==> src/rtl/nwm_pkg.sv <==
// Shared types and calendar constant tables for the nth weekday of month pipeline.
package nwm_pkg;

    typedef logic [2:0] mod7_t;

    typedef struct packed {
        logic signed [3:0] ordinal;
        logic [2:0]        weekday;
        logic [3:0]        month;
    } query_t;

    typedef struct packed {
        query_t     query;
        logic       leap;
        logic [5:0] fold;
    } year_info_t;

    localparam logic [3:0]  MONTH_FIRST = 4'd1;
    localparam logic [3:0]  MONTH_LAST  = 4'd12;
    localparam logic [13:0] YEAR_ZERO_ALIAS = 14'd399;

    localparam logic [12:0] DIV100_MUL   = 13'd5243;
    localparam int          DIV100_SHIFT = 19;
    localparam logic [10:0] DIV25_MUL    = 11'd1311;
    localparam int          DIV25_SHIFT  = 15;

    // Day-of-year offset of the first day of each month, modulo 7.
    localparam mod7_t START_OFF_COMMON [16] = '{
        3'd0, 3'd0, 3'd3, 3'd3, 3'd6, 3'd1, 3'd4, 3'd6,
        3'd2, 3'd5, 3'd0, 3'd3, 3'd5, 3'd0, 3'd0, 3'd0
    };
    localparam mod7_t START_OFF_LEAP [16] = '{
        3'd0, 3'd0, 3'd3, 3'd4, 3'd0, 3'd2, 3'd5, 3'd0,
        3'd3, 3'd6, 3'd1, 3'd4, 3'd6, 3'd0, 3'd0, 3'd0
    };

    // Day-of-year offset of the last day of each month, modulo 7.
    localparam mod7_t END_OFF_COMMON [16] = '{
        3'd0, 3'd2, 3'd2, 3'd5, 3'd0, 3'd3, 3'd5, 3'd1,
        3'd4, 3'd6, 3'd2, 3'd4, 3'd0, 3'd0, 3'd0, 3'd0
    };
    localparam mod7_t END_OFF_LEAP [16] = '{
        3'd0, 3'd2, 3'd3, 3'd6, 3'd1, 3'd4, 3'd6, 3'd2,
        3'd5, 3'd0, 3'd3, 3'd5, 3'd1, 3'd0, 3'd0, 3'd0
    };

    localparam logic [4:0] LEN_COMMON [16] = '{
        5'd0, 5'd31, 5'd28, 5'd31, 5'd30, 5'd31, 5'd30, 5'd31,
        5'd31, 5'd30, 5'd31, 5'd30, 5'd31, 5'd0, 5'd0, 5'd0
    };
    localparam logic [4:0] LEN_LEAP [16] = '{
        5'd0, 5'd31, 5'd29, 5'd31, 5'd30, 5'd31, 5'd30, 5'd31,
        5'd31, 5'd30, 5'd31, 5'd30, 5'd31, 5'd0, 5'd0, 5'd0
    };

endpackage

==> src/rtl/nwm_year.sv <==
// Year stages: century quotients, leap-year test and weekday-of-January-first folding.
module nwm_year (
    input  logic                aclk,
    input  logic                aresetn,
    input  logic                in_valid,
    output logic                in_ready,
    input  logic signed [3:0]   in_ordinal,
    input  logic [2:0]          in_weekday,
    input  logic [3:0]          in_month,
    input  logic [13:0]         in_year,
    output logic                out_valid,
    input  logic                out_ready,
    output nwm_pkg::year_info_t out_info
);
    import nwm_pkg::*;

    logic        en_a, en_b;
    logic        a_valid_reg, b_valid_reg;
    query_t      a_query_reg, a_query_next;
    logic [13:0] a_y_reg, a_y_next;
    logic [7:0]  a_q100_reg, a_q100_next;
    logic [5:0]  a_q400_reg, a_q400_next;
    logic [26:0] prod100;
    logic [20:0] prod400;
    logic [3:0]  month_clamped;
    year_info_t  b_info_reg, b_info_next;
    logic [13:0] rem100, rem400;
    logic [14:0] sum;

    assign en_b     = !b_valid_reg || out_ready;
    assign en_a     = !a_valid_reg || en_b;
    assign in_ready = en_a;

    always_comb begin
        if (in_month < MONTH_FIRST) begin
            month_clamped = MONTH_FIRST;
        end else if (in_month > MONTH_LAST) begin
            month_clamped = MONTH_LAST;
        end else begin
            month_clamped = in_month;
        end
        a_y_next    = (in_year == 14'd0) ? YEAR_ZERO_ALIAS : in_year - 14'd1;
        prod100     = 27'(a_y_next) * 27'(DIV100_MUL);
        prod400     = 21'(a_y_next[13:4]) * 21'(DIV25_MUL);
        a_q100_next = prod100[DIV100_SHIFT +: 8];
        a_q400_next = prod400[DIV25_SHIFT +: 6];
        a_query_next.ordinal = in_ordinal;
        a_query_next.weekday = in_weekday;
        a_query_next.month   = month_clamped;
    end

    always_comb begin
        rem100 = a_y_reg - 14'(a_q100_reg) * 14'd100;
        rem400 = a_y_reg - 14'(a_q400_reg) * 14'd400;
        sum    = 15'(a_y_reg) + 15'(a_y_reg[13:2]) - 15'(a_q100_reg)
               + 15'(a_q400_reg) + 15'd1;
        b_info_next.query = a_query_reg;
        b_info_next.leap  = ((a_y_reg[1:0] == 2'b11) && (rem100 != 14'd99))
                          || (rem400 == 14'd399);
        b_info_next.fold  = 6'(sum[2:0]) + 6'(sum[5:3]) + 6'(sum[8:6])
                          + 6'(sum[11:9]) + 6'(sum[14:12]);
    end

    always_ff @(posedge aclk) begin
        if (!aresetn) begin
            a_valid_reg <= 1'b0;
            b_valid_reg <= 1'b0;
        end else begin
            if (en_a) begin
                a_valid_reg <= in_valid;
            end
            if (en_b) begin
                b_valid_reg <= a_valid_reg;
            end
        end
    end

    always_ff @(posedge aclk) begin
        if (en_a) begin
            a_query_reg <= a_query_next;
            a_y_reg     <= a_y_next;
            a_q100_reg  <= a_q100_next;
            a_q400_reg  <= a_q400_next;
        end
        if (en_b) begin
            b_info_reg <= b_info_next;
        end
    end

    assign out_valid = b_valid_reg;
    assign out_info  = b_info_reg;

endmodule

==> src/rtl/nwm_day.sv <==
// Day stages: weekday of the month edge and the final day-of-month arithmetic.
module nwm_day (
    input  logic                aclk,
    input  logic                aresetn,
    input  logic                in_valid,
    output logic                in_ready,
    input  nwm_pkg::year_info_t in_info,
    output logic                out_valid,
    input  logic                out_ready,
    output logic signed [6:0]   out_day
);
    import nwm_pkg::*;

    logic              en_c, en_d;
    logic              c_valid_reg, d_valid_reg;
    logic signed [3:0] c_ord_reg;
    logic [2:0]        c_wd_reg;
    logic [2:0]        c_edge_reg, c_edge_next;
    logic [4:0]        c_len_reg, c_len_next;
    logic [3:0]        f1, e_sum;
    mod7_t             j1, off, e_mod;
    logic signed [6:0] d_day_reg, d_day_next;
    logic [3:0]        t_pos, t_neg;
    logic [3:0]        r_pos, r_neg;
    logic signed [7:0] ord_ext, step, len_s, day;

    assign en_d     = !d_valid_reg || out_ready;
    assign en_c     = !c_valid_reg || en_d;
    assign in_ready = en_c;

    always_comb begin
        f1 = 4'(in_info.fold[5:3]) + 4'(in_info.fold[2:0]);
        j1 = (f1 >= 4'd7) ? 3'(f1 - 4'd7) : f1[2:0];
        if (in_info.query.ordinal[3]) begin
            off = in_info.leap ? END_OFF_LEAP[in_info.query.month]
                               : END_OFF_COMMON[in_info.query.month];
        end else begin
            off = in_info.leap ? START_OFF_LEAP[in_info.query.month]
                               : START_OFF_COMMON[in_info.query.month];
        end
        c_len_next  = in_info.leap ? LEN_LEAP[in_info.query.month]
                                   : LEN_COMMON[in_info.query.month];
        e_sum       = 4'(off) + 4'(j1);
        e_mod       = (e_sum >= 4'd7) ? 3'(e_sum - 4'd7) : e_sum[2:0];
        c_edge_next = e_mod + 3'd1;
    end

    always_comb begin
        t_pos   = 4'(c_wd_reg) + 4'd7 - 4'(c_edge_reg);
        t_neg   = 4'(c_edge_reg) + 4'd7 - 4'(c_wd_reg);
        r_pos   = (t_pos >= 4'd7) ? t_pos - 4'd7 : t_pos;
        if (t_neg >= 4'd14) begin
            r_neg = t_neg - 4'd14;
        end else if (t_neg >= 4'd7) begin
            r_neg = t_neg - 4'd7;
        end else begin
            r_neg = t_neg;
        end
        ord_ext = $signed({{4{c_ord_reg[3]}}, c_ord_reg});
        step    = ord_ext * 8'sd7;
        len_s   = $signed({3'b000, c_len_reg});
        if (c_ord_reg[3]) begin
            day = len_s + step + 8'sd7 - $signed({4'b0000, r_neg});
        end else begin
            day = 8'sd1 + step - 8'sd7 + $signed({4'b0000, r_pos});
        end
        d_day_next = day[6:0];
    end

    always_ff @(posedge aclk) begin
        if (!aresetn) begin
            c_valid_reg <= 1'b0;
            d_valid_reg <= 1'b0;
        end else begin
            if (en_c) begin
                c_valid_reg <= in_valid;
            end
            if (en_d) begin
                d_valid_reg <= c_valid_reg;
            end
        end
    end

    always_ff @(posedge aclk) begin
        if (en_c) begin
            c_ord_reg  <= in_info.query.ordinal;
            c_wd_reg   <= in_info.query.weekday;
            c_edge_reg <= c_edge_next;
            c_len_reg  <= c_len_next;
        end
        if (en_d) begin
            d_day_reg <= d_day_next;
        end
    end

    assign out_valid = d_valid_reg;
    assign out_day   = d_day_reg;

endmodule

==> src/rtl/nth_weekday_of_month.sv <==
// Top level of the nth weekday of month calculator.
//
// A request carries an ordinal (1..5 from the start of the month, -1..-5
// from its end), a weekday (1 is Sunday), a month and a Gregorian year.
// The result is the day of the month of that occurrence; a value below 1
// or past the month end means the occurrence does not exist.
// Both channels use valid and ready; a request or result moves on a clock
// edge at which both are high.
// The block is a four-stage pipeline: year quotients, leap test and
// weekday folding, month edge weekday, day arithmetic. Each stage ends in
// a register, so the result is registered, and one request can be taken
// every cycle while the receiver keeps m_ready high.
// Each stage holds while the stage after it is full and stalled, so an
// empty stage still takes new work while the result register waits for
// the receiver. When every stage is full and m_ready is low, s_ready is low.
// The synchronous active-low reset empties the pipeline.
module nth_weekday_of_month (
    input  logic               aclk,
    input  logic               aresetn,
    input  logic               s_valid,
    output logic               s_ready,
    input  logic signed [3:0]  s_ordinal,
    input  logic [2:0]         s_weekday,
    input  logic [3:0]         s_month,
    input  logic [13:0]        s_year,
    output logic               m_valid,
    input  logic               m_ready,
    output logic signed [6:0]  m_day_of_month
);
    import nwm_pkg::*;

    logic       mid_valid, mid_ready;
    year_info_t mid_info;

    nwm_year u_year (
        .aclk       (aclk),
        .aresetn    (aresetn),
        .in_valid   (s_valid),
        .in_ready   (s_ready),
        .in_ordinal (s_ordinal),
        .in_weekday (s_weekday),
        .in_month   (s_month),
        .in_year    (s_year),
        .out_valid  (mid_valid),
        .out_ready  (mid_ready),
        .out_info   (mid_info)
    );

    nwm_day u_day (
        .aclk      (aclk),
        .aresetn   (aresetn),
        .in_valid  (mid_valid),
        .in_ready  (mid_ready),
        .in_info   (mid_info),
        .out_valid (m_valid),
        .out_ready (m_ready),
        .out_day   (m_day_of_month)
    );

endmodule

==> config.mk <==
export PLATFORM = sky130hd
export DESIGN_NAME = nth_weekday_of_month
export DESIGN_NICKNAME = d
export VERILOG_FILES = /design/src/rtl/nwm_pkg.sv /design/src/rtl/nwm_year.sv /design/src/rtl/nwm_day.sv /design/src/rtl/nth_weekday_of_month.sv
export SDC_FILE = /design/constraint.sdc
export NUM_CORES = 1
export LEC_CHECK = 0
export BUFFER_PORTS_ARGS = -buffer_cell sky130_fd_sc_hd__clkbuf_2
export CORE_MARGIN = 2
export CORE_UTILIZATION = 56
export DETAILED_ROUTE_END_ITERATION = 12
export GPL_TIMING_DRIVEN = 1
export PLACE_DENSITY = 0.71
export SETUP_SLACK_MARGIN = 0.5
export SLEW_MARGIN = 40
export SYNTH_ARGS = -nofsm -noshare
export SYNTH_HDL_FRONTEND = slang
export SYNTH_SLANG_ARGS = --single-unit
export TNS_END_PERCENT = 30
==> constraint.sdc <==
create_clock -name aclk -period 10.2 [get_ports aclk]
set_input_delay 3.06 -clock aclk [delete_from_list [all_inputs] [get_ports aclk]]
set_output_delay 3.06 -clock aclk [all_outputs]
set_load 0.01 [all_outputs]
=== Yosys cells after proc, flatten, opt, wreduce, memory -nomap -nowiden ===
Memories as Yosys holds them, arrays and structs flattened.
Cells that the tools add are included.

* Order comparisons: 8
* Equality and inequality tests: 3
* Bitwise operators: 1
* Reduce and logical (&&, ||, !) cells: 12
* Multipliers: 5
* $add $sub $neg: 29
* Mux-type cells: 24

{| class="wikitable"
|+ Operators with widths
! operator !! count
|-
| 2-to-1 mux 3 bit || 13
|-
| subtractor 14 bit || 2
|-
| multiplier 14 x 13 -> 27 bit (second input constant) || 1
|-
| 2-to-1 mux 5 bit || 5
|-
| multiplier 10 x 11 -> 21 bit (second input constant) || 1
|-
| adder 6 x 3 -> 6 bit || 3
|-
| >= comparator 4 x 3 -> 1 bit (second input constant) || 4
|-
| 2-to-1 mux 4 bit || 4
|-
| adder 14 x 12 -> 15 bit || 1
|-
| adder 15 x 1 -> 15 bit (second input constant) || 1
|-
| adder 15 x 6 -> 15 bit || 1
|-
| subtractor 15 x 8 -> 15 bit || 1
|-
| equality test 14 x 9 -> 1 bit (second input constant) || 1
|-
| logical NOT 14 bit || 1
|-
| 2-to-1 mux 14 bit || 1
|-
| != test 14 x 7 -> 1 bit (second input constant) || 1
|-
| subtractor 14 x 1 -> 14 bit (second input constant) || 1
|-
| adder 3 x 3 -> 4 bit || 3
|-
| multiplier 8 x 5 -> 12 bit (second input constant) || 1
|-
| multiplier 6 x 5 -> 10 bit (second input constant) || 1
|-
| adder 3 x 3 -> 4 bit (second input constant) || 2
|-
| subtractor 4 x 3 -> 4 bit || 2
|-
| subtractor 4 x 3 -> 4 bit (second input constant) || 2
|-
| adder 2 x 7 -> 7 bit (first input constant) || 1
|-
| 20 further kinds || 28
|}

* Flip-flop bits (word level): 83
* Output and inout bits: 9
* Memory bits (read-only): 352
* Memories kept: 6
* Bits of input ports: 29

{| class="wikitable"
|+ Memories
! name !! words !! width !! read ports !! clocked after Yosys merged registers in !! write ports !! RTL line !! source
|-
| (no name shown) || 16 || 5 || 1 || 0 || 0 || nwm_day.sv:42 || <nowiki>: LEN_COMMON[in_info.query.month];</nowiki>
|-
| (no name shown) || 16 || 5 || 1 || 0 || 0 || nwm_day.sv:41 || <nowiki>c_len_next = in_info.leap ? LEN_LEAP[in_info.query.month]</nowiki>
|-
| (no name shown) || 16 || 3 || 1 || 0 || 0 || nwm_day.sv:35 || <nowiki>off = in_info.leap ? END_OFF_LEAP[in_info.query.month]</nowiki>
|-
| (no name shown) || 16 || 3 || 1 || 0 || 0 || nwm_day.sv:39 || <nowiki>: START_OFF_COMMON[in_info.query.month];</nowiki>
|-
| (no name shown) || 16 || 3 || 1 || 0 || 0 || nwm_day.sv:36 || <nowiki>: END_OFF_COMMON[in_info.query.month];</nowiki>
|-
| (no name shown) || 16 || 3 || 1 || 0 || 0 || nwm_day.sv:38 || <nowiki>off = in_info.leap ? START_OFF_LEAP[in_info.query.month]</nowiki>
|}

=== Depth between registers and ports, before layout ===
* Depth after elaboration: 10
* Mapped depth: 24
* Mapped depth without buffers: 24

=== Hierarchy ===
A second synthesis with hierarchy kept.

* Cells, all modules: 1309
* Area total of the unflattened synthesis: 12923.6 sq um

{| class="wikitable"
|+ By module, submodules not included
! module !! instances !! cells each !! area an instance (sq um)
|-
| nwm_year || 1 || 1011 || 10168.5
|-
| nwm_day || 1 || 298 || 2755.1
|}

=== Worst setup path before layout ===
OpenSTA, ideal clock, no wires.

* Path type: input-to-reg
* From: input s_year[7]
* To: register u_year.a_q400_reg[5], data pin
* Stages: 24
* Buffers on the path: 1
* Slack: 0.924 ns
* Arrival: 9.011 ns
* Cell sequence: nor4_1 nand2_1 nor4_1 and4b_1 clkbuf_1 or2_2 inv_1 fa_1 inv_1 fa_1 inv_1 fa_1 inv_1 fa_1 inv_1 fa_1 ha_1 a21o_1 a221oi_1 nand2_1 o311a_1 o21a_1 a21boi_0 xor2_1

* Word-level cells in the longest chain between the ends: 3

{| class="wikitable"
|+ RTL lines
! element !! RTL line !! source
|-
| from (decl) || nth_weekday_of_month.sv:25 || <nowiki>input logic [13:0] s_year,</nowiki>
|-
| subtractor 14 x 1 -> 14 bit / logical NOT 14 bit (equally long branches) || nwm_year.sv:42 || <nowiki>a_y_next = (in_year == 14'd0) ? YEAR_ZERO_ALIAS : in_year - 14'd1;</nowiki>
|-
| 2-to-1 mux 14 bit * || nwm_year.sv:42 ||
|-
| named net u_year.a_y_next[12] || nwm_year.sv:20 || <nowiki>logic [13:0] a_y_reg, a_y_next;</nowiki>
|-
| multiplier 10 x 11 -> 21 bit * || nwm_year.sv:44 || <nowiki>prod400 = 21'(a_y_next[13:4]) * 21'(DIV25_MUL);</nowiki>
|-
| named net u_year.prod400[20] || nwm_year.sv:24 || <nowiki>logic [20:0] prod400;</nowiki>
|-
| to (signal assigned) || nwm_year.sv:83 || <nowiki>a_q400_reg <= a_q400_next;</nowiki>
|-
| to (decl) || nwm_year.sv:22 || <nowiki>logic [5:0] a_q400_reg, a_q400_next;</nowiki>
|}

Mark *: on every way through the listed nets, which the timed path passes. The rest lies on a longest branch.
A chain may end at the register's enable or synchronous reset.

=== Worst setup path after layout ===
* From: input s_year[5]
* To: register u_year.a_q400_reg[5], data pin

The elaborated chain is that of the path after synthesis.

==> results.ini <==
[die]
area_enclosed_by_the_die_boundary_um2=24200
rows=55
die_height_um=156
design.portCount=38
floorplan.initialDensity_pct=56.9
overall_die_width_um=156
core_um2=22600

[yosys]
synth_enable_flop_cells=77
yosysWarningCount=0
synth_top_flop_cell=sky130_fd_sc_hd__edfxtp_1
synth.cell_area_um2=12900
seq_area_frac_synth_pct=18.6
postSynthCellCount=1305
postSynthNetCount=1756
syn_avg_cell_area_um2=9.87
flip_flop_and_latch_count_after_synthesis=81
postSynth.asyncResetShare_pct=0
synth_cell_types=63

[clocking]
post_cts.repair.setup_buffers=0
maximum_level_of_the_cts_h_tree=3
clock_sinks=81
cts_made_buffers=9
tritoncts=built
clockBufferDepth=2
clk_latency_ps=340
clk_root_buffer_cell=sky130_fd_sc_hd__clkbuf_16
clkSlewWorstSetupHoldPaths_ps=60

[sta]
final-hold-violation-count=0
final.setup_skew_ps=10.4
setup_total_negative_slack_ps=0
timing.fmax_mhz=108
min_period_over_period_pct=90.6
setup-violations-final=0
holdWs_ps=414
worst-slew-pin-transition_ps=749
min_period_ps=9240
worst_slew_margin_rel_pct=49.8
max_slew_violation_total_from_the_final_report=0
setup_repair_after_global_routing_missed_its_margin=false

[worst_hold_path]
worst_hold_path_cell_count=0
hold_start=u_year.out_info[16]$_DFFE_PP_
holdPathEnd=u_day.c_ord_reg[2]$_DFFE_PP_
min_path_type=reg -> reg

[grt]
global_route.usage.total_pct=21.7
initial_antenna_violation_count=0
remaining_overflow_grt=0
first_global_vias=8997
grt_pass1_wl_mm=42.3
grt_max_degree=41

[routing]
detail-route-antenna-nets=0
first_iter_violations=392
num_vias=8842
wire_per_inst_um=15.0
route.final.wire_length_mm=24.5
remaining_drc_errors=0
drtPass1Iterations=5
vias_per_cell=5.40

[run_status]
status=finished, final reports clean

[place]
buffers_on_ports=37
cells_after_dpl=1621
place.detailed.hpwl_mm=21.1
gp_congestion=0.869

[cells_and_area]
area_growth_pct=6.55
layout.area.seq_um2=2390
multi_input_logic_area_um2=9390
layout.cells.most_common=sky130_fd_sc_hd__ha_1
layout-drive-gt1-share_pct=6.14
nets=1798
largest_reg_flops=18
layout.cells.most_common_list=sky130_fd_sc_hd__ha_1 (302), sky130_fd_sc_hd__inv_1 (289), sky130_fd_sc_hd__fa_1 (119)
utilization_pct=60.6
fill_cells=1918
layout.cells.non_filler=1637
num_antenna_cells=0

[setup_path]
critPathMaxFanout=9
crit_path_max_incr_delay_ps=640
setup.worst_path.class=in -> reg
crit_path_cell_trace=clkbuf_2, nor4_2, nand2_1, nor4_2, and4b_2, or2_2, inv_1, fa_2, inv_1, fa_1, inv_1, fa_1, inv_1, fa_1, inv_1, fa_1, ha_1, a21o_1, a221oi_1, nand2_1, o311a_1, o21a_1, a21boi_0, xor2_1
cp-end-kind=flop
crit_path_frequent_cell=sky130_fd_sc_hd__inv_1
timing.critical_path.required_ps=10280
origin_of_the_critical_flop_to_flop_path=u_year.a_y_reg[0]$_DFFE_PP_
startpoint_type=input port
worst-r2r-cell-count=18
worst_reg2reg_path_endpoint=u_year.out_info[3]$_DFFE_PP_
critical_path_arrival_ps=9330
reg2reg_slack_ps=4810
crit_path_top_delay_cell=sky130_fd_sc_hd__fa_2

[job]
maxCapViolCount=0

## per-stage QoR
step / cell area [um2] / worst slack, ps
detailed placement: 13400 / 416
CTS: 13700 / 753
global placement: 13400 / 538
finish: 13700 / 956
floorplan: 12900 / 924
global route: 13700 / 446
## metal layers
layer	GRT usage, %	wire length (um)
met5	0	0
met4	5.24	488
met3	2.22	614
met2	39.9	12400
met1	27.3	11000
## worst max-delay path, delay by kind of cell
family / cells / cell delay, ps
xor+xnor: 1 / 100
buf+inv: 6 / 510
simple gates: 6 / 1470
fa+ha+maj: 6 / 2880
compound gates: 5 / 1280
## logic make-up (layout without fill, tap and decap cells)
group,Yosys count,in the layout,share of synthesized area (%)
buf+inv,300,347,8.74
fa+ha+maj,422,422,48.0
simple gates,210,210,8.05
mux,11,11,0.991
flops,81,81,18.6
xor+xnor,78,78,5.41
compound gates,203,203,10.2
## layout make-up
cell class	instances	share of cell area, %
tap	285	2.60
clock inverter	5	0.410
multi-input combinational	924	68.4
inverter	291	7.96
sequential	81	17.4
clock buffer	11	1.70
timing repair buffer	40	1.51
## cell usage after synthesis, types with 6 or more instances
| cell | instances | share of area [%] |
|---|---|---|
| sky130_fd_sc_hd__a21oi_1 | 68 | 2.6 |
| sky130_fd_sc_hd__nor2_1 | 53 | 1.5 |
| sky130_fd_sc_hd__xor2_1 | 27 | 1.8 |
| sky130_fd_sc_hd__clkbuf_1 | 9 | 0.26 |
| sky130_fd_sc_hd__nand4_1 | 8 | 0.39 |
| sky130_fd_sc_hd__nor2b_1 | 14 | 0.68 |
| sky130_fd_sc_hd__or2_2 | 11 | 0.53 |
| sky130_fd_sc_hd__a21o_1 | 29 | 1.7 |
| sky130_fd_sc_hd__nand3_1 | 13 | 0.51 |
| sky130_fd_sc_hd__or3_1 | 7 | 0.34 |
| sky130_fd_sc_hd__mux2i_1 | 6 | 0.47 |
| sky130_fd_sc_hd__nor4_1 | 9 | 0.44 |
| sky130_fd_sc_hd__inv_1 | 290 | 8.5 |
| sky130_fd_sc_hd__nor3_1 | 14 | 0.54 |
| sky130_fd_sc_hd__ha_1 | 302 | 29 |
| sky130_fd_sc_hd__and3_1 | 8 | 0.39 |
| sky130_fd_sc_hd__o21a_1 | 12 | 0.70 |
| sky130_fd_sc_hd__nand2_1 | 52 | 1.5 |
| sky130_fd_sc_hd__edfxtp_1 | 77 | 18 |
| sky130_fd_sc_hd__fa_1 | 120 | 19 |
| sky130_fd_sc_hd__o21ai_0 | 41 | 1.6 |
| sky130_fd_sc_hd__xnor2_1 | 50 | 3.4 |
| sky130_fd_sc_hd__nand2b_1 | 7 | 0.34 |
## what timing repair did
action / in CTS / in global routing
hold buffers: 0 / 0
setup endpoints to repair: 0 / 8
resized for setup: 0 / 4
## how the worst max path moves through the flow
stage,end,cells after the start,startpoint
floorplan,u_year.a_q400_reg[5]$_DFFE_PP_,24,s_year[7]
finish,u_year.a_q400_reg[5]$_DFFE_PP_,24,s_year[5]
CTS,u_year.a_q400_reg[5]$_DFFE_PP_,24,s_year[5]
global placement,u_year.a_q400_reg[5]$_DFFE_PP_,24,s_year[5]
global route,u_year.a_q400_reg[5]$_DFFE_PP_,24,s_year[5]
detailed placement,u_year.a_q400_reg[5]$_DFFE_PP_,24,s_year[5]
Power is left out: the tool's default activity adds up to more than one toggle a clock period on the data nets, which glitch-free logic cannot reach.
